--- src/rtl/multi_slot_alarm_unit_defines.svh ---
// Assertion macros for the multi-slot alarm unit.
// Needs clk and rst_n in scope at the point of use.
`ifndef MULTI_SLOT_ALARM_UNIT_DEFINES_SVH
`define MULTI_SLOT_ALARM_UNIT_DEFINES_SVH

// Same-cycle implication, disabled during reset
`define MSAU_ASSERT_NOW(lbl, ante, cons, msg) \
    lbl: assert property (@(posedge clk) disable iff (!rst_n) (ante) |-> (cons)) \
        else $error(msg);

// Next-cycle implication, disabled during reset
`define MSAU_ASSERT_NEXT(lbl, ante, cons, msg) \
    lbl: assert property (@(posedge clk) disable iff (!rst_n) (ante) |=> (cons)) \
        else $error(msg);

`endif

--- src/rtl/msau_pkg.sv ---
// Shared widths, codes and control structs for the multi-slot alarm unit.
// No dependencies.
`timescale 1ns / 1ps

package msau_pkg;

    // Field widths
    localparam int KIND_W   = 1;
    localparam int TIME_W   = 32;
    localparam int SLOTF_W  = 4;
    localparam int MODE_W   = 2;
    localparam int PERIOD_W = 20;
    localparam int WINDOW_W = 8;
    localparam int MASK_W   = 10;

    localparam logic [WINDOW_W-1:0] WINDOW_RESET = 8'd5;

    // Item kinds
    localparam logic [KIND_W-1:0] KIND_TICK = 1'b0;
    localparam logic [KIND_W-1:0] KIND_SET  = 1'b1;

    // Slot modes
    localparam logic [MODE_W-1:0] MODE_OFF    = 2'd0;
    localparam logic [MODE_W-1:0] MODE_ONCE   = 2'd1;
    localparam logic [MODE_W-1:0] MODE_REPEAT = 2'd2;
    // not a real mode: set beats carrying it are dropped
    localparam logic [MODE_W-1:0] MODE_BAD    = 2'd3;

    // Controller to datapath
    typedef struct packed {
        logic write_slot;  // store a set beat into the slot table
        logic load_tick;   // latch time, clear mask, rewind slot counter
        logic step;        // evaluate current slot, advance counter
        logic load_out;    // move finished mask to the output register
    } msau_cmd_t;

    // Datapath to controller
    typedef struct packed {
        logic last_slot;
    } msau_status_t;

endpackage

--- src/rtl/msau_if.sv ---
// Handshake channel interfaces for item and alert beats.
// Depends on msau_pkg for field widths.
`timescale 1ns / 1ps

interface msau_item_if;
    logic                           valid;
    logic                           ready;
    logic [msau_pkg::KIND_W-1:0]    kind;
    logic [msau_pkg::TIME_W-1:0]    now_seconds;
    logic [msau_pkg::SLOTF_W-1:0]   slot;
    logic [msau_pkg::MODE_W-1:0]    mode;
    logic [msau_pkg::TIME_W-1:0]    alarm_time;
    logic [msau_pkg::PERIOD_W-1:0]  period;

    modport source (
        output valid, kind, now_seconds, slot, mode, alarm_time, period,
        input  ready
    );
    modport sink (
        input  valid, kind, now_seconds, slot, mode, alarm_time, period,
        output ready
    );
endinterface

interface msau_alert_if;
    logic                         valid;
    logic                         ready;
    logic [msau_pkg::MASK_W-1:0]  alert_mask;

    modport source (
        output valid, alert_mask,
        input  ready
    );
    modport sink (
        input  valid, alert_mask,
        output ready
    );
endinterface

--- src/rtl/msau_dp.sv ---
// Datapath: slot table, window register, walk counter and alert mask.
// Depends on msau_pkg; driven by msau_ctrl commands.
`timescale 1ns / 1ps

module msau_dp #(
    parameter int SLOT_COUNT = 10,
    parameter int SLOT_W     = 4
) (
    input  logic                           clk,
    input  logic                           rst_n,
    input  msau_pkg::msau_cmd_t            cmd,
    output msau_pkg::msau_status_t         status,
    input  logic                           cfg_we,
    input  logic [msau_pkg::WINDOW_W-1:0]  cfg_wdata,
    input  logic [msau_pkg::TIME_W-1:0]    now_seconds,
    input  logic [msau_pkg::SLOTF_W-1:0]   slot,
    input  logic [msau_pkg::MODE_W-1:0]    mode,
    input  logic [msau_pkg::TIME_W-1:0]    alarm_time,
    input  logic [msau_pkg::PERIOD_W-1:0]  period,
    output logic [msau_pkg::MASK_W-1:0]    alert_mask
);
    import msau_pkg::*;

    logic [MODE_W-1:0]   slot_mode_reg [SLOT_COUNT];
    logic [TIME_W-1:0]   due_reg       [SLOT_COUNT];
    logic [PERIOD_W-1:0] period_reg    [SLOT_COUNT];

    logic [WINDOW_W-1:0] window_reg;
    logic [TIME_W-1:0]   now_reg;
    logic [SLOT_W-1:0]   idx_reg;
    logic [MASK_W-1:0]   mask_reg;
    logic [MASK_W-1:0]   out_mask_reg;

    logic                set_ok;
    logic [SLOT_W-1:0]   set_idx;
    logic [MODE_W-1:0]   cur_mode;
    logic [TIME_W-1:0]   cur_due;
    logic [PERIOD_W-1:0] cur_period;
    logic signed [TIME_W:0] diff;
    logic signed [TIME_W:0] win_pos;
    logic signed [TIME_W:0] win_neg;
    logic                enabled;
    logic                in_window;
    logic                expired;
    logic [MASK_W-1:0]   hit_bit;

    // Set beat decode: slot must exist and mode must be a real one
    assign set_ok  = ({1'b0, slot} < (SLOTF_W+1)'(SLOT_COUNT))
                     && (mode != MODE_BAD);
    assign set_idx = slot[SLOT_W-1:0];

    // Current slot of the walk
    assign cur_mode   = slot_mode_reg[idx_reg];
    assign cur_due    = due_reg[idx_reg];
    assign cur_period = period_reg[idx_reg];

    // Signed distance from due time and window compares
    assign diff      = $signed({1'b0, now_reg}) - $signed({1'b0, cur_due});
    assign win_pos   = $signed({{(TIME_W+1-WINDOW_W){1'b0}}, window_reg});
    assign win_neg   = -win_pos;
    assign enabled   = (cur_mode != MODE_OFF);
    assign in_window = (diff > win_neg) && (diff < win_pos);
    assign expired   = (diff > win_pos);
    // slots past the mask width shift out to zero
    assign hit_bit   = MASK_W'(1) << idx_reg;

    assign status.last_slot = (idx_reg == SLOT_W'(SLOT_COUNT - 1));
    assign alert_mask       = out_mask_reg;

    // Window register
    always_ff @(posedge clk or negedge rst_n)
    begin
        if (!rst_n)
        begin
            window_reg <= WINDOW_RESET;
        end
        else if (cfg_we)
        begin
            window_reg <= cfg_wdata;
        end
    end

    // Slot modes: written by set beats, cleared when a one-shot expires
    always_ff @(posedge clk or negedge rst_n)
    begin
        if (!rst_n)
        begin
            for (int i = 0; i < SLOT_COUNT; i++)
            begin
                slot_mode_reg[i] <= MODE_OFF;
            end
        end
        else if (cmd.write_slot && set_ok)
        begin
            slot_mode_reg[set_idx] <= mode;
        end
        else if (cmd.step && enabled && !in_window && expired
                 && (cur_mode == MODE_ONCE))
        begin
            slot_mode_reg[idx_reg] <= MODE_OFF;
        end
    end

    // Due times and periods: partial writes per mode; an expired repeat slot advances by its period
    always_ff @(posedge clk)
    begin
        if (cmd.write_slot && set_ok)
        begin
            if ((mode == MODE_ONCE) || (mode == MODE_REPEAT))
            begin
                due_reg[set_idx] <= alarm_time;
            end
            if (mode == MODE_REPEAT)
            begin
                period_reg[set_idx] <= period;
            end
        end
        else if (cmd.step && enabled && !in_window && expired
                 && (cur_mode != MODE_ONCE))
        begin
            due_reg[idx_reg] <= cur_due + TIME_W'(cur_period);
        end
    end

    // Walk state: time, slot counter, mask under construction
    always_ff @(posedge clk)
    begin
        if (cmd.load_tick)
        begin
            now_reg  <= now_seconds;
            idx_reg  <= '0;
            mask_reg <= '0;
        end
        else if (cmd.step)
        begin
            idx_reg <= idx_reg + SLOT_W'(1);
            if (enabled && in_window)
            begin
                mask_reg <= mask_reg | hit_bit;
            end
        end
        if (cmd.load_out)
        begin
            out_mask_reg <= mask_reg;
        end
    end

endmodule

--- src/rtl/msau_ctrl.sv ---
// Controller: accepts beats, sequences the slot walk, owns output valid.
// Depends on msau_pkg; commands msau_dp.
`timescale 1ns / 1ps

module msau_ctrl (
    input  logic                         clk,
    input  logic                         rst_n,
    input  logic                         item_valid,
    output logic                         item_ready,
    input  logic [msau_pkg::KIND_W-1:0]  item_kind,
    output logic                         out_valid,
    input  logic                         out_ready,
    output msau_pkg::msau_cmd_t          cmd,
    input  msau_pkg::msau_status_t       status
);
    import msau_pkg::*;

    typedef enum logic [2:0] {
        ST_IDLE = 3'b001,
        ST_WALK = 3'b010,
        ST_DONE = 3'b100
    } state_t;

    state_t state_reg;
    state_t state_next;
    logic   out_valid_reg;
    logic   out_valid_next;
    logic   accept;
    logic   out_free;

    assign item_ready = (state_reg == ST_IDLE);
    assign accept     = item_valid && item_ready;
    assign out_free   = !out_valid_reg || out_ready;
    assign out_valid  = out_valid_reg;

    // Next state and commands
    always_comb
    begin
        state_next     = state_reg;
        cmd            = '0;
        case (state_reg)
            ST_IDLE:
            begin
                if (accept)
                begin
                    if (item_kind == KIND_SET)
                    begin
                        cmd.write_slot = 1'b1;
                    end
                    else
                    begin
                        cmd.load_tick = 1'b1;
                        state_next    = ST_WALK;
                    end
                end
            end
            ST_WALK:
            begin
                cmd.step = 1'b1;
                if (status.last_slot)
                begin
                    state_next = ST_DONE;
                end
            end
            ST_DONE:
            begin
                if (out_free)
                begin
                    cmd.load_out = 1'b1;
                    state_next   = ST_IDLE;
                end
            end
            default:
            begin
                state_next = ST_IDLE;
            end
        endcase
    end

    // Output valid: set on load, cleared when the beat is taken
    always_comb
    begin
        out_valid_next = out_valid_reg;
        if (cmd.load_out)
        begin
            out_valid_next = 1'b1;
        end
        else if (out_ready)
        begin
            out_valid_next = 1'b0;
        end
    end

    always_ff @(posedge clk or negedge rst_n)
    begin
        if (!rst_n)
        begin
            state_reg     <= ST_IDLE;
            out_valid_reg <= 1'b0;
        end
        else
        begin
            state_reg     <= state_next;
            out_valid_reg <= out_valid_next;
        end
    end

endmodule

--- src/rtl/multi_slot_alarm_unit.sv ---
// Top level of the multi-slot alarm unit: controller, datapath, assertions.
// Depends on msau_pkg, msau_if, msau_ctrl, msau_dp and the defines header.
// Channel | dir | beat                                   | handshake
// item    | in  | tick (now) or set (slot, mode, times)  | valid/ready
// alert   | out | alert_mask, one per tick               | valid/ready
// cfg     | in  | alert_window                           | cfg_we only
// A set beat is stored in its accept cycle; the next beat may follow at once.
// A tick goes through accept, a walk step per slot, and the output load.
// The walk evaluates one slot per cycle through a single subtract-and-compare.
// The alert register holds a finished mask; a stalled alert stops the next
// tick only at its output load. Reset clears all slot modes to disabled.
`timescale 1ns / 1ps
`include "multi_slot_alarm_unit_defines.svh"

module multi_slot_alarm_unit #(
    parameter int SLOT_COUNT = 10
) (
    input  logic                           clk,
    input  logic                           rst_n,
    msau_item_if.sink                      item,
    msau_alert_if.source                   alert,
    input  logic                           cfg_we,
    input  logic [msau_pkg::WINDOW_W-1:0]  cfg_wdata
);
    import msau_pkg::*;

    localparam int SLOT_W = (SLOT_COUNT > 1) ? $clog2(SLOT_COUNT) : 1;

    msau_cmd_t    cmd;
    msau_status_t status;

    msau_ctrl u_ctrl (
        .clk        (clk),
        .rst_n      (rst_n),
        .item_valid (item.valid),
        .item_ready (item.ready),
        .item_kind  (item.kind),
        .out_valid  (alert.valid),
        .out_ready  (alert.ready),
        .cmd        (cmd),
        .status     (status)
    );

    msau_dp #(
        .SLOT_COUNT (SLOT_COUNT),
        .SLOT_W     (SLOT_W)
    ) u_dp (
        .clk         (clk),
        .rst_n       (rst_n),
        .cmd         (cmd),
        .status      (status),
        .cfg_we      (cfg_we),
        .cfg_wdata   (cfg_wdata),
        .now_seconds (item.now_seconds),
        .slot        (item.slot),
        .mode        (item.mode),
        .alarm_time  (item.alarm_time),
        .period      (item.period),
        .alert_mask  (alert.alert_mask)
    );

    // A tick beat starts a walk, so nothing else is taken next cycle
    `MSAU_ASSERT_NEXT(a_tick_blocks, cmd.load_tick, !item.ready, "input open during walk")
    // A finished mask never overwrites one still waiting
    `MSAU_ASSERT_NOW(a_no_overwrite, cmd.load_out, !alert.valid || alert.ready, "alert lost")
    // Slot table writes never collide with the walk
    `MSAU_ASSERT_NOW(a_set_vs_walk, cmd.write_slot, !cmd.step && !cmd.load_out, "set during walk")

endmodule

--- src/flat_wrapper.sv ---
// flat-port wrapper written by rule: the top's interface ports become plain ports
module multi_slot_alarm_unit_flat import msau_pkg::*;
#(
    parameter int SLOT_COUNT = 10
)
  (clk, rst_n, cfg_we, cfg_wdata, item_valid, item_kind, item_now_seconds, item_slot, item_mode, item_alarm_time, item_period, item_ready, alert_valid, alert_alert_mask, alert_ready);
  msau_item_if item_i ();
  msau_alert_if alert_i ();
  input  logic clk;
  input  logic rst_n;
  input  logic cfg_we;
  input  logic [msau_pkg::WINDOW_W-1:0] cfg_wdata;
  input wire logic [$bits(item_i.valid)-1:0] item_valid;
  input wire logic [$bits(item_i.kind)-1:0] item_kind;
  input wire logic [$bits(item_i.now_seconds)-1:0] item_now_seconds;
  input wire logic [$bits(item_i.slot)-1:0] item_slot;
  input wire logic [$bits(item_i.mode)-1:0] item_mode;
  input wire logic [$bits(item_i.alarm_time)-1:0] item_alarm_time;
  input wire logic [$bits(item_i.period)-1:0] item_period;
  output wire logic [$bits(item_i.ready)-1:0] item_ready;
  output wire logic [$bits(alert_i.valid)-1:0] alert_valid;
  output wire logic [$bits(alert_i.alert_mask)-1:0] alert_alert_mask;
  input wire logic [$bits(alert_i.ready)-1:0] alert_ready;
  assign item_i.valid = item_valid;
  assign item_i.kind = item_kind;
  assign item_i.now_seconds = item_now_seconds;
  assign item_i.slot = item_slot;
  assign item_i.mode = item_mode;
  assign item_i.alarm_time = item_alarm_time;
  assign item_i.period = item_period;
  assign item_ready = item_i.ready;
  assign alert_valid = alert_i.valid;
  assign alert_alert_mask = alert_i.alert_mask;
  assign alert_i.ready = alert_ready;
  multi_slot_alarm_unit #(.SLOT_COUNT(SLOT_COUNT)) u_core (.clk(clk), .rst_n(rst_n), .item(item_i), .alert(alert_i), .cfg_we(cfg_we), .cfg_wdata(cfg_wdata));
endmodule
--- config.mk ---
export PLATFORM = sky130hd
export DESIGN_NAME = multi_slot_alarm_unit_flat
export DESIGN_NICKNAME = d
export VERILOG_FILES = /design/src/rtl/msau_pkg.sv /design/src/rtl/msau_if.sv /design/src/rtl/msau_dp.sv /design/src/rtl/msau_ctrl.sv /design/src/rtl/multi_slot_alarm_unit.sv /design/src/flat_wrapper.sv
export VERILOG_INCLUDE_DIRS = /design/src /design/src/rtl
export SDC_FILE = /design/constraint.sdc
export NUM_CORES = 1
export LEC_CHECK = 0
export BUFFER_PORTS_ARGS = -buffer_cell sky130_fd_sc_hd__buf_4
export CAP_MARGIN = 10
export CORE_ASPECT_RATIO = 2
export CORE_MARGIN = 2
export CORE_UTILIZATION = 25
export CTS_BUF_LIST = sky130_fd_sc_hd__clkbuf_16
export CTS_CLUSTER_SIZE = 25
export DETAILED_ROUTE_END_ITERATION = 10
export PLACE_DENSITY = 0.49
export SYNTH_ARGS = -nofsm -noshare
export SYNTH_HDL_FRONTEND = slang
export SYNTH_SLANG_ARGS = --single-unit
--- constraint.sdc ---
create_clock -name clk -period 18 [get_ports clk]
set_input_delay 4.5 -clock clk [delete_from_list [all_inputs] [get_ports clk]]
set_output_delay 4.5 -clock clk [all_outputs]
set_load 0.01 [all_outputs]
==> flow_summary_export.csv, run 1 <==
group,metric,value,unit
critical_path,path_buf_inv,4,
placed_design,numPlacedInstances,3481,
cts,inserted_clock_buffers,53,
logic_synthesis,yosysWarnings,0,
critical_path,reg2regPathDepth,19,
logic_synthesis,synth-seq-cells,612,
outcome,outcome,"complete, no violations",
sta,max_slew.worst_pin.slew,1.04,ns
final_layout,number_of_nets_in_the_layout,2240,
logic_synthesis,mux_contribution_to_synthesized_area,13.3,%
global_routing,grt_remaining_overflow,0,
critical_path,worst-setup-path-type,"reg -> reg",
floorplanning,dieWidth,243,µm
cts,cts.reportedPaths.clkPinSlew,0.07,ns
logic_synthesis,ys_async_sr_fraction,5.23,%
logic_synthesis,synth_edf_count,562,
pwr,comb_power_share,34.2,%
pwr,power.internal,2.76,mW
hold_path,min_from,"u_core.u_dp.mask_reg[2]",
final_layout,post_route_cells_drive_above_1_share,20.8,%
detailed_routing,drc,0,
final_layout,finish.cell_count_without_fillers,3577,
hold_path,hold_class,"reg -> reg",
critical_path,endpoint_kind,"flop",
placed_design,port-buffer-count,115,
cts,cts_tree,"yes",
floorplanning,fp.dieH,482,µm
detailed_routing,firstDrtPassIters,5,
critical_path,r2r_end,"u_core.u_dp.due_reg[4][19]",
cts,cts_htree_levels,2,
cts,largest_buffer_count_on_any_clock_path,3,
pwr,power_per_cell_area,126,mW/mm²
logic_synthesis,synth-simple-area-share,7.17,%
logic_synthesis,synth_xor_area_share,1.69,%
detailed_routing,routedWlPerCell,21.9,µm
hold_path,worstHoldPathCells,0,
final_layout,area_growth_syn_to_layout,15.5,%
critical_path,worstPathRequired,18.28,ns
global_routing,number_of_antenna_violations_at_the_first_check_in_global_routing,1,
floorplanning,die_area,0.117,mm²
sta,finalHoldViolCount,0,
floorplanning,effective_utilization_at_floorplan,25.2,%
sta,worst_clock_skew,0.0271,ns
pwr,share_of_power_burned_in_the_clock_network,26.9,%
cts,setup_fix_bufs_post_cts,0,
sta,setup_viol_count_final,0,
detailed_routing,dr.first_iter.drc_count,1155,
logic_synthesis,synthAdderAreaFrac,4.61,%
logic_synthesis,main_combinational_cell_family_by_area_after_synthesis,"multiplexers",
floorplanning,floorplan.core_area,0.113,mm²
critical_path,start_kind,"flop",
logic_synthesis,synth-seq-area-share,63.2,%
cts,cts_hold_buf,0,
global_routing,grt_use_total,13.2,%
critical_path,crit_chain,"buf_4 > buf_4 > mux4_2 > mux2_2 > o21ai_0 > ha_1 > a21oi_2 > o21ai_1 > or3_1 > a21boi_0 > o311a_1 > or3_1 > or4_1 > or4_4 > nor3_2 > or3_4 > buf_4 > o32ai_4 > buf_4",
hold_path,hold_path_end,"u_core.u_dp.alert_mask[2]",
placed_design,gp_weighted_congestion,0.861,
sta,timing.setup.tns,0,ns
logic_synthesis,synth_top_cells_by_area,"sky130_fd_sc_hd__edfxtp_1 59%, sky130_fd_sc_hd__mux4_2 8.5%, sky130_fd_sc_hd__ha_1 4.5%",
cts,clkSinkCount,612,
pwr,total_leakage_power,11.1,nW
critical_path,cp_max_fo,43,
detailed_routing,via_count,16800,
sta,achievable-frequency,0.113,GHz
cts,clk-insertion-delay-late,0.62,ns
logic_synthesis,synth_area_per_cell,15.0,µm²
logic_synthesis,synthesis.instances,1907,
critical_path,worst_ep_arrival_time,9.14,ns
pwr,peakVddDrop,0.0700,mV
global_routing,largest_net_degree_at_the_start_of_global_routing,58,
critical_path,worst_path_dominant_cell_family,"buffers and inverters",
logic_synthesis,synth_compound_gate_area_share,7.88,%
pwr,fin_total_pwr,4.15,mW
detailed_routing,drtAntennaViolNets,0,
critical_path,critical-path-max-stage-delay,0.78,ns
logic_synthesis,synth.top_cell.area_share,59.1,%
logic_synthesis,netlist-cell-type-count,83,
pwr,seq_power_share,38.9,%
global_routing,via_count_of_the_first_global_routing_pass,18000,
detailed_routing,wirelength,78500,µm
sta,setup_repair_after_global_routing_missed_its_margin,"no",
pwr,power.net_switching,1.39,mW
logic_synthesis,syn-cell-area,0.0285,mm²
global_routing,grt_pass1_wl,116000,µm
cts,cts_resized,0,
flow_run,cap_violations,0,
detailed_routing,route.detailed.vias_per_inst,4.71,
sta,finalMaxSlewViolations,0,
critical_path,path_common_cell,"sky130_fd_sc_hd__buf_4",
critical_path,cpMaxStageDelayCell,"sky130_fd_sc_hd__buf_4",
sta,min_period,8.86,ns
final_layout,largest_register_ffs,320,
critical_path,setup.reg_to_reg.worst_slack,9.14,ns
floorplanning,design.portCount,116,
pwr,power_switching_share,33.5,%
placed_design,place_hpwl,54900,µm
logic_synthesis,synth_fp_nets,2115,
sta,period_share,49.2,%
logic_synthesis,synth_top_area_cell,"sky130_fd_sc_hd__edfxtp_1",
cts,root_buffer,"sky130_fd_sc_hd__clkbuf_16",
floorplanning,rows,175,
logic_synthesis,synth_top_flop_cell,"sky130_fd_sc_hd__edfxtp_1",
sta,tightest_slew_margin_relative_to_the_limit,30.4,%
## cell usage after synthesis (11+ instances only)
cell	count
sky130_fd_sc_hd__a211oi_1	34
sky130_fd_sc_hd__a21o_1	20
sky130_fd_sc_hd__a21oi_1	88
sky130_fd_sc_hd__a22oi_1	11
sky130_fd_sc_hd__and3_1	14
sky130_fd_sc_hd__buf_1	17
sky130_fd_sc_hd__clkbuf_1	45
sky130_fd_sc_hd__dfrtp_1	29
sky130_fd_sc_hd__dfxtp_1	18
sky130_fd_sc_hd__edfxtp_1	562
sky130_fd_sc_hd__ha_1	102
sky130_fd_sc_hd__inv_1	56
sky130_fd_sc_hd__mux2_2	29
sky130_fd_sc_hd__mux2_4	28
sky130_fd_sc_hd__mux2i_1	62
sky130_fd_sc_hd__mux4_2	108
sky130_fd_sc_hd__nand2_1	139
sky130_fd_sc_hd__nand2b_1	23
sky130_fd_sc_hd__nand3_1	21
sky130_fd_sc_hd__nand4_1	12
sky130_fd_sc_hd__nor2_1	85
sky130_fd_sc_hd__nor2b_1	40
sky130_fd_sc_hd__nor3_1	22
sky130_fd_sc_hd__nor4_1	11
sky130_fd_sc_hd__o21a_1	20
sky130_fd_sc_hd__o21ai_0	98
sky130_fd_sc_hd__or3_1	17
sky130_fd_sc_hd__xnor2_1	41
sky130_fd_sc_hd__xor2_1	14
## area by class of cell
class	count	area (µm²)
fillers	11500	80500
flip-flops and latches	612	18100
multi-input cells	1158	10000
well taps	1504	1880
clock buffers	54	1350
repair buffers	149	1120
clock inverters	41	297
inverters	58	218
diodes	1	2.50
## routing by layer
metal	track usage (%)	routed length, µm
met5	0	0
met4	4.38	2220
met3	1.50	2780
met2	24.9	41500
met1	15.5	32000
## power by group through the flow
stage | logic (mW) | clock network, mW | registers, mW
2_1_floorplan | 1.05 | 0 | 1.61
3_3_place_gp | 1.41 | 0 | 1.65
3_5_place_dp | 1.43 | 0 | 1.65
4_1_cts | 1.44 | 1.15 | 1.62
5_1_grt | 1.57 | 1.20 | 1.62
6_report | 1.42 | 1.12 | 1.62
## cell families (layout without fill, tap and decap cells)
kind of cell	Yosys count	count (layout)
flip-flops	612	612
AND/OR/NAND/NOR	418	418
XOR/XNOR	55	55
adder cells (fa/ha/maj)	104	104
multiplexers	227	227
other	0	1
buffers and inverters	137	302
AO/OA/AOI/OAI	354	354
## metrics by stage
step / worst slack, ns / instance area, µm² / util [%] / hold slack [ns]
6_report: 9.14 / 33000 / 29.1 / 0.436
3_3_place_gp: 8.95 / 31300 / 27.6 / 0.413
2_1_floorplan: 7.97 / 28500 / - / 0.408
5_1_grt: 8.48 / 33000 / 29.1 / 0.458
4_1_cts: 8.82 / 33000 / 29.1 / 0.441
3_5_place_dp: 8.86 / 31300 / 27.6 / 0.424
## placed cells by master, fill, tap and decap left out, types with 12 or more instances in the layout
cell and instances:
sky130_fd_sc_hd__or3_1 16, sky130_fd_sc_hd__a21oi_1 88, sky130_fd_sc_hd__clkbuf_16 54, sky130_fd_sc_hd__a211oi_1 34, sky130_fd_sc_hd__mux2_4 28, sky130_fd_sc_hd__nor2b_1 40
sky130_fd_sc_hd__nand3_1 21, sky130_fd_sc_hd__o21ai_0 97, sky130_fd_sc_hd__xor2_1 14, sky130_fd_sc_hd__edfxtp_1 562, sky130_fd_sc_hd__ha_1 102, sky130_fd_sc_hd__a21o_1 20
sky130_fd_sc_hd__dfrtp_1 29, sky130_fd_sc_hd__nand2_1 139, sky130_fd_sc_hd__inv_1 61, sky130_fd_sc_hd__mux2_2 29, sky130_fd_sc_hd__buf_4 149, sky130_fd_sc_hd__xnor2_1 41
sky130_fd_sc_hd__nand2b_1 23, sky130_fd_sc_hd__and3_1 14, sky130_fd_sc_hd__o21a_1 20, sky130_fd_sc_hd__nor3_1 22, sky130_fd_sc_hd__nand4_1 12, sky130_fd_sc_hd__mux2i_1 62
sky130_fd_sc_hd__mux4_2 108, sky130_fd_sc_hd__dfxtp_1 14, sky130_fd_sc_hd__nor2_1 85
## worst max-delay path by stage
| stage | startpoint | endpoint | slack, ns | cells past startpoint |
|---|---|---|---|---|
| after CTS | flop | u_core.u_dp.due_reg[9][1] | 8.82 | 18 |
| after global routing | flop | u_core.u_dp.mask_reg[5] | 8.48 | 24 |
| final | flop | u_core.u_dp.due_reg[4][19] | 9.14 | 19 |
| after floorplan | flop | u_core.u_dp.due_reg[7][0] | 7.97 | 23 |
| after global placement | flop | u_core.u_dp.due_reg[4][17] | 8.95 | 19 |
| after detailed placement | flop | u_core.u_dp.due_reg[6][1] | 8.86 | 18 |
## worst register-to-register path, cell delays in order (launching register included)
cell and delay [ns]:
sky130_fd_sc_hd__dfxtp_4 0.74, sky130_fd_sc_hd__buf_4 0.79, sky130_fd_sc_hd__buf_4 0.83, sky130_fd_sc_hd__mux4_2 0.63, sky130_fd_sc_hd__mux2_2 0.28, sky130_fd_sc_hd__o21ai_0 0.69
sky130_fd_sc_hd__ha_1 0.48, sky130_fd_sc_hd__a21oi_2 0.21, sky130_fd_sc_hd__o21ai_1 0.11, sky130_fd_sc_hd__or3_1 0.34, sky130_fd_sc_hd__a21boi_0 0.13, sky130_fd_sc_hd__o311a_1 0.15
sky130_fd_sc_hd__or3_1 0.36, sky130_fd_sc_hd__or4_1 0.40, sky130_fd_sc_hd__or4_4 0.53, sky130_fd_sc_hd__nor3_2 0.21, sky130_fd_sc_hd__or3_4 0.42, sky130_fd_sc_hd__buf_4 0.58
sky130_fd_sc_hd__o32ai_4 0.24, sky130_fd_sc_hd__buf_4 0.33
Power figures use the tool's default switching activity.
==> inputs of run 2 (changes only) <==
--- a/config.mk
+++ b/config.mk
@@ -14,7 +14,7 @@
 export CTS_BUF_LIST = sky130_fd_sc_hd__clkbuf_16
 export CTS_CLUSTER_SIZE = 25
 export DETAILED_ROUTE_END_ITERATION = 10
-export PLACE_DENSITY = 0.49
+export PLACE_DENSITY = 0.5
 export SYNTH_ARGS = -nofsm -noshare
 export SYNTH_HDL_FRONTEND = slang
 export SYNTH_SLANG_ARGS = --single-unit
==> constraint.sdc (replaced) <==
create_clock -name clk -period 8 [get_ports clk]
set_input_delay 2 -clock clk [delete_from_list [all_inputs] [get_ports clk]]
set_output_delay 2 -clock clk [all_outputs]
set_load 0.01 [all_outputs]
==> flow_summary_export.csv, run 2 (synthesized netlist as in run 1, its figures left out) <==
group,metric,value,unit
sta,finalMaxSlewViolations,0,
cts,root_buffer,"sky130_fd_sc_hd__clkbuf_16",
pwr,power_per_cell_area,283,mW/mm²
final_layout,nFillCells,11500,
critical_path,worst_ep_arrival_time,7.72,ns
floorplanning,die_area,0.117,mm²
critical_path,endpoint_kind,"flop",
critical_path,worstPathRequired,8.46,ns
final_layout,layout_common_cells,"562 x sky130_fd_sc_hd__edfxtp_1, 153 x sky130_fd_sc_hd__buf_4, 139 x sky130_fd_sc_hd__nand2_1",
final_layout,area_taken_by_multi_input_logic_gates,0.0101,mm²
outcome,outcome,"complete, no violations",
global_routing,largest_net_degree_at_the_start_of_global_routing,74,
detailed_routing,routedWlPerCell,21.8,µm
final_layout,area_growth_syn_to_layout,16.1,%
cts,setup_fix_bufs_post_cts,0,
cts,cts_resized,0,
cts,clk-insertion-delay-late,0.62,ns
sta,tightest_slew_margin_relative_to_the_limit,29.4,%
global_routing,grt_use_total,13.2,%
global_routing,via_count_of_the_first_global_routing_pass,18000,
floorplanning,design.portCount,116,
floorplanning,fp.dieH,482,µm
detailed_routing,via_count,16700,
critical_path,start_kind,"flop",
critical_path,worst-setup-path-type,"reg -> reg",
sta,setup_repair_after_global_routing_missed_its_margin,"no",
critical_path,cpMaxStageDelayCell,"sky130_fd_sc_hd__a22oi_1",
global_routing,grt_remaining_overflow,0,
cts,cts_tree,"yes",
sta,timing.setup.tns,0,ns
floorplanning,dieWidth,243,µm
pwr,total_leakage_power,11.3,nW
global_routing,number_of_antenna_violations_at_the_first_check_in_global_routing,1,
sta,finalHoldViolCount,0,
detailed_routing,dr.first_iter.drc_count,973,
final_layout,fin_area,0.0331,mm²
flow_run,cap_violations,0,
cts,cts.reportedPaths.clkPinSlew,0.07,ns
detailed_routing,drc,0,
detailed_routing,firstDrtPassIters,5,
sta,whs,0.434,ns
floorplanning,floorplan.core_area,0.113,mm²
sta,setup_viol_count_final,0,
final_layout,post_route_cells_drive_above_1_share,20.9,%
placed_design,port-buffer-count,115,
critical_path,path_common_cell,"sky130_fd_sc_hd__o21ai_0",
cts,inserted_clock_buffers,53,
final_layout,layout.area.seq,0.0181,mm²
hold_path,hold_class,"reg -> reg",
cts,cts_htree_levels,2,
placed_design,gp_weighted_congestion,0.849,
sta,period_share,90.8,%
final_layout,mostFrequentLayoutCell,"sky130_fd_sc_hd__edfxtp_1",
detailed_routing,drtAntennaViolNets,0,
cts,largest_buffer_count_on_any_clock_path,3,
critical_path,cp_max_fo,14,
critical_path,critical-path-max-stage-delay,0.72,ns
placed_design,place_hpwl,54700,µm
detailed_routing,route.detailed.vias_per_inst,4.67,
detailed_routing,wirelength,78200,µm
final_layout,largest_register_ffs,320,
final_layout,finalCoreUtilization,29.2,%
placed_design,detailed_place.area,0.0315,mm²
sta,min_period,7.27,ns
floorplanning,effective_utilization_at_floorplan,25.2,%
global_routing,grt_pass1_wl,116000,µm
sta,achievable-frequency,0.138,GHz
final_layout,number_of_nets_in_the_layout,2250,
sta,worst_clock_skew,0.0252,ns
sta,max_slew.worst_pin.slew,1.06,ns
cts,cts_hold_buf,0,
pwr,peakVddDrop,0.172,mV
cts,clkSinkCount,612,
floorplanning,rows,175,
run 2: cell types whose count changed in the layout (fill, tap and decap cells not counted), sizes merged:
cell,previous run,this run
clkinv,21,15
buf,149,159
inv,71,75
clkinvlp,4,3
bufinv,3,4
run 2: metrics by stage:
stage / power, mW / instances / setup slack, ns
4_1_cts: 9.48 / 3584 / 0.642
3_5_place_dp: 6.92 / 3491 / 0.670
6_report: 9.36 / 3585 / 0.733
5_1_grt: 9.88 / 3585 / 0.0918
2_1_floorplan: 5.99 / 1907 / -1.16
3_3_place_gp: 6.86 / 3491 / 0.663
run 2: path summary, 6_finish.rpt:
kind	from	endpoint	slack (ns)	cells past startpoint
min reg2reg	u_core.u_dp.mask_reg[7]	u_core.u_dp.alert_mask[7]	0.43	0
min	u_core.u_dp.mask_reg[7]	u_core.u_dp.alert_mask[7]	0.43	0
min in group asynchronous	rst_n	u_core.u_dp.slot_mode_reg[14]	1.33	1
max	flop	u_core.u_dp.mask_reg[2]	0.73	25
max in group asynchronous	rst_n	u_core.u_dp.window_reg[2]	6.31	1
max reg2reg	flop	u_core.u_dp.mask_reg[2]	0.73	25
run 2: cell type report:
cell class	count	share of cell area [%]
timing repair buffer	159	3.83
clock inverter	39	0.887
multi-input combinational	1158	30.4
tap	1504	5.68
clock buffer	54	4.08
sequential	612	54.5
antenna	1	0.00755
inverter	58	0.657
run 2: critical path: cells and delay by family, from the launching register on:
kind            cells  cell delay (ns)
compound gates     13             3.83
mux                 2             0.80
fa+ha+maj           2             0.71
simple gates        5             0.69
flops               1             0.51
buf+inv             2             0.29
xor+xnor            1             0.25
run 2: power by group:
| part | leakage, nW | total (mW) | switching, mW | internal, mW |
|---|---|---|---|---|
| clock | 0.858 | 2.54 | 1.18 | 1.35 |
| combinational | 4.91 | 3.22 | 1.86 | 1.36 |
| sequential | 5.54 | 3.61 | 0.0652 | 3.55 |
| total | 11.3 | 9.36 | 3.11 | 6.26 |
run 2: metal layers:
layer | vias to the layer above | global-route usage (%) | part of all wire [%]
li1 | 7705 | - | -
met1 | 8535 | 15.5 | 40
met2 | 387 | 24.9 | 53
met3 | 103 | 1.55 | 3.7
met4 | 0 | 4.15 | 2.6
met5 | - | 0 | 0
==> inputs of run 3 (changes only) <==
--- a/config.mk
+++ b/config.mk
@@ -14,7 +14,7 @@
 export CTS_BUF_LIST = sky130_fd_sc_hd__clkbuf_16
 export CTS_CLUSTER_SIZE = 25
 export DETAILED_ROUTE_END_ITERATION = 10
-export PLACE_DENSITY = 0.5
+export PLACE_DENSITY = 0.42
 export SYNTH_ARGS = -nofsm -noshare
 export SYNTH_HDL_FRONTEND = slang
 export SYNTH_SLANG_ARGS = --single-unit
==> flow_summary_export.csv, run 3 (synthesized netlist as in run 1, its figures left out) <==
group,metric,value,unit
outcome,outcome,"complete, no violations",
detailed_routing,met3RoutedLength,2690,µm
final_layout,area_growth_syn_to_layout,17.2,%
floorplanning,die_area,0.117,mm²
cts,setup_fix_bufs_post_cts,0,
global_routing,grt_use_total,13.9,%
final_layout,layout.area.seq,0.0181,mm²
sta,timing.setup.tns,0,ns
critical_path,crit_chain,"buf_12 > buf_12 > mux4_2 > mux2_2 > o21ai_1 > ha_1 > a21oi_1 > inv_2 > or4_1 > o22ai_2 > xnor2_1 > or3_1 > or4_4 > nor3_2 > or3_4 > buf_4 > mux2i_1",
detailed_routing,drc,0,
pwr,peakVddDrop,0.160,mV
sta,min_period,7.02,ns
critical_path,cpMaxStageDelayCell,"sky130_fd_sc_hd__mux2i_1",
final_layout,fin_area,0.0334,mm²
sta,achievable-frequency,0.142,GHz
critical_path,worst_ep_arrival_time,7.36,ns
final_layout,area_taken_by_multi_input_logic_gates,0.0101,mm²
critical_path,path_buf_inv,4,
critical_path,start_kind,"flop",
global_routing,largest_net_degree_at_the_start_of_global_routing,64,
critical_path,path_common_cell,"sky130_fd_sc_hd__buf_12",
hold_path,hold_class,"reg -> reg",
critical_path,worstPathRequired,8.34,ns
sta,period_share,87.8,%
critical_path,worst_path_dominant_cell_family,"simple AND/OR/NAND/NOR gates",
pwr,fin_total_pwr,9.69,mW
detailed_routing,dr.first_iter.drc_count,1106,
placed_design,place_hpwl,56200,µm
placed_design,detailed_place.area,0.0315,mm²
cts,cts_htree_levels,2,
cts,cts_hold_buf,0,
final_layout,number_of_nets_in_the_layout,2253,
sta,whs,0.433,ns
cts,cts_resized,0,
sta,setup_repair_after_global_routing_missed_its_margin,"no",
pwr,total_leakage_power,11.4,nW
sta,finalHoldViolCount,0,
floorplanning,floorplan.core_area,0.113,mm²
global_routing,via_count_of_the_first_global_routing_pass,17900,
floorplanning,effective_utilization_at_floorplan,25.2,%
global_routing,grt_remaining_overflow,0,
pwr,comb_power_share,33.4,%
critical_path,endpoint_kind,"flop",
pwr,power.internal,6.49,mW
floorplanning,rows,175,
placed_design,worst_slack_placed,0.869,ns
pwr,power_switching_share,33.0,%
detailed_routing,drt-met1-wl,33500,µm
cts,root_buffer,"sky130_fd_sc_hd__clkbuf_16",
detailed_routing,route.detailed.vias_per_inst,4.66,
sta,setup_viol_count_final,0,
pwr,power_per_cell_area,290,mW/mm²
final_layout,largest_register_ffs,320,
detailed_routing,routedWlPerCell,22.7,µm
detailed_routing,drtAntennaViolNets,0,
flow_run,cap_violations,0,
sta,setup_slack,0.980,ns
detailed_routing,wirelength,81600,µm
final_layout,mostFrequentLayoutCell,"sky130_fd_sc_hd__edfxtp_1",
pwr,share_of_power_burned_in_the_clock_network,29.0,%
sta,max_slew.worst_pin.slew,1.00,ns
detailed_routing,met2_length,43100,µm
critical_path,worst-setup-path-type,"reg -> reg",
critical_path,cp_max_fo,42,
global_routing,number_of_antenna_violations_at_the_first_check_in_global_routing,2,
final_layout,nFillCells,11500,
final_layout,layout_common_cells,"562 x sky130_fd_sc_hd__edfxtp_1, 150 x sky130_fd_sc_hd__buf_4, 139 x sky130_fd_sc_hd__nand2_1",
sta,tightest_slew_margin_relative_to_the_limit,33.3,%
pwr,seq_power_share,37.6,%
cts,clkSinkCount,612,
cts,clk-insertion-delay-late,0.65,ns
hold_path,min_from,"u_core.u_dp.mask_reg[7]",
floorplanning,dieWidth,243,µm
detailed_routing,firstDrtPassIters,5,
global_routing,grt_pass1_wl,120000,µm
placed_design,port-buffer-count,115,
detailed_routing,via_count,16800,
critical_path,critical-path-max-stage-delay,0.62,ns
cts,cts_tree,"yes",
cts,largest_buffer_count_on_any_clock_path,3,
floorplanning,fp.dieH,482,µm
floorplanning,design.portCount,116,
sta,worst_clock_skew,0.0202,ns
detailed_routing,route.top_layer_used,"met4",
cts,inserted_clock_buffers,57,
final_layout,post_route_cells_drive_above_1_share,21.5,%
pwr,power.net_switching,3.20,mW
placed_design,gp_weighted_congestion,0.821,
cts,cts.reportedPaths.clkPinSlew,0.07,ns
sta,finalMaxSlewViolations,0,
-- run 3: power by group through the flow --
stage / clock network (mW) / registers (mW) / logic [mW]
final: 2.81 / 3.64 / 3.24
after floorplan: 0 / 3.63 / 2.36
after CTS: 2.90 / 3.64 / 3.29
after global placement: 0 / 3.71 / 3.26
after detailed placement: 0 / 3.71 / 3.28
after global routing: 3.00 / 3.65 / 3.60
-- run 3: worst register-to-register path, delay by kind of cell (launching register included) --
kind	cells	cell delay [ns]
AO/OA/AOI/OAI	3	1.10
XOR/XNOR	1	0.15
adder cells (fa/ha/maj)	1	0.41
flip-flops	1	0.59
buffers and inverters	4	1.03
AND/OR/NAND/NOR	5	2.01
multiplexers	3	1.43
-- run 3: area by class of cell --
| cell class | count | area share [%] |
|---|---|---|
| inverters | 58 | 0.651 |
| diodes | 1 | 0.00749 |
| clock buffers | 58 | 4.34 |
| multi-input cells | 1158 | 30.2 |
| clock inverters | 47 | 1.35 |
| well taps | 1504 | 5.63 |
| flip-flops and latches | 612 | 54.0 |
| repair buffers | 158 | 3.85 |
-- run 3: path summary, 6_finish.rpt --
kind	end	slack, ns	cells past startpoint
min	u_core.u_dp.alert_mask[7]	0.43	0
max	u_core.u_dp.due_reg[6][1]	0.98	17
min reg2reg	u_core.u_dp.alert_mask[7]	0.43	0
max reg2reg	u_core.u_dp.due_reg[6][1]	0.98	17
min in group asynchronous	u_core.u_dp.slot_mode_reg[18]	1.30	1
max in group asynchronous	u_core.u_dp.window_reg[0]	6.32	1
-- run 3: stage by stage --
stage                     instances  utilization, %
after CTS                      3595            29.5
after floorplan                1907               -
after global placement         3490            27.8
final                          3596            29.5
after global routing           3596            29.5
after detailed placement       3490            27.8
-- run 3: per-layer routing --
layer,vias to the layer above,GRT usage [%]
li1,7712,-
met1,8606,16.3
met2,351,25.9
met3,101,1.80
met4,0,4.60
met5,-,0
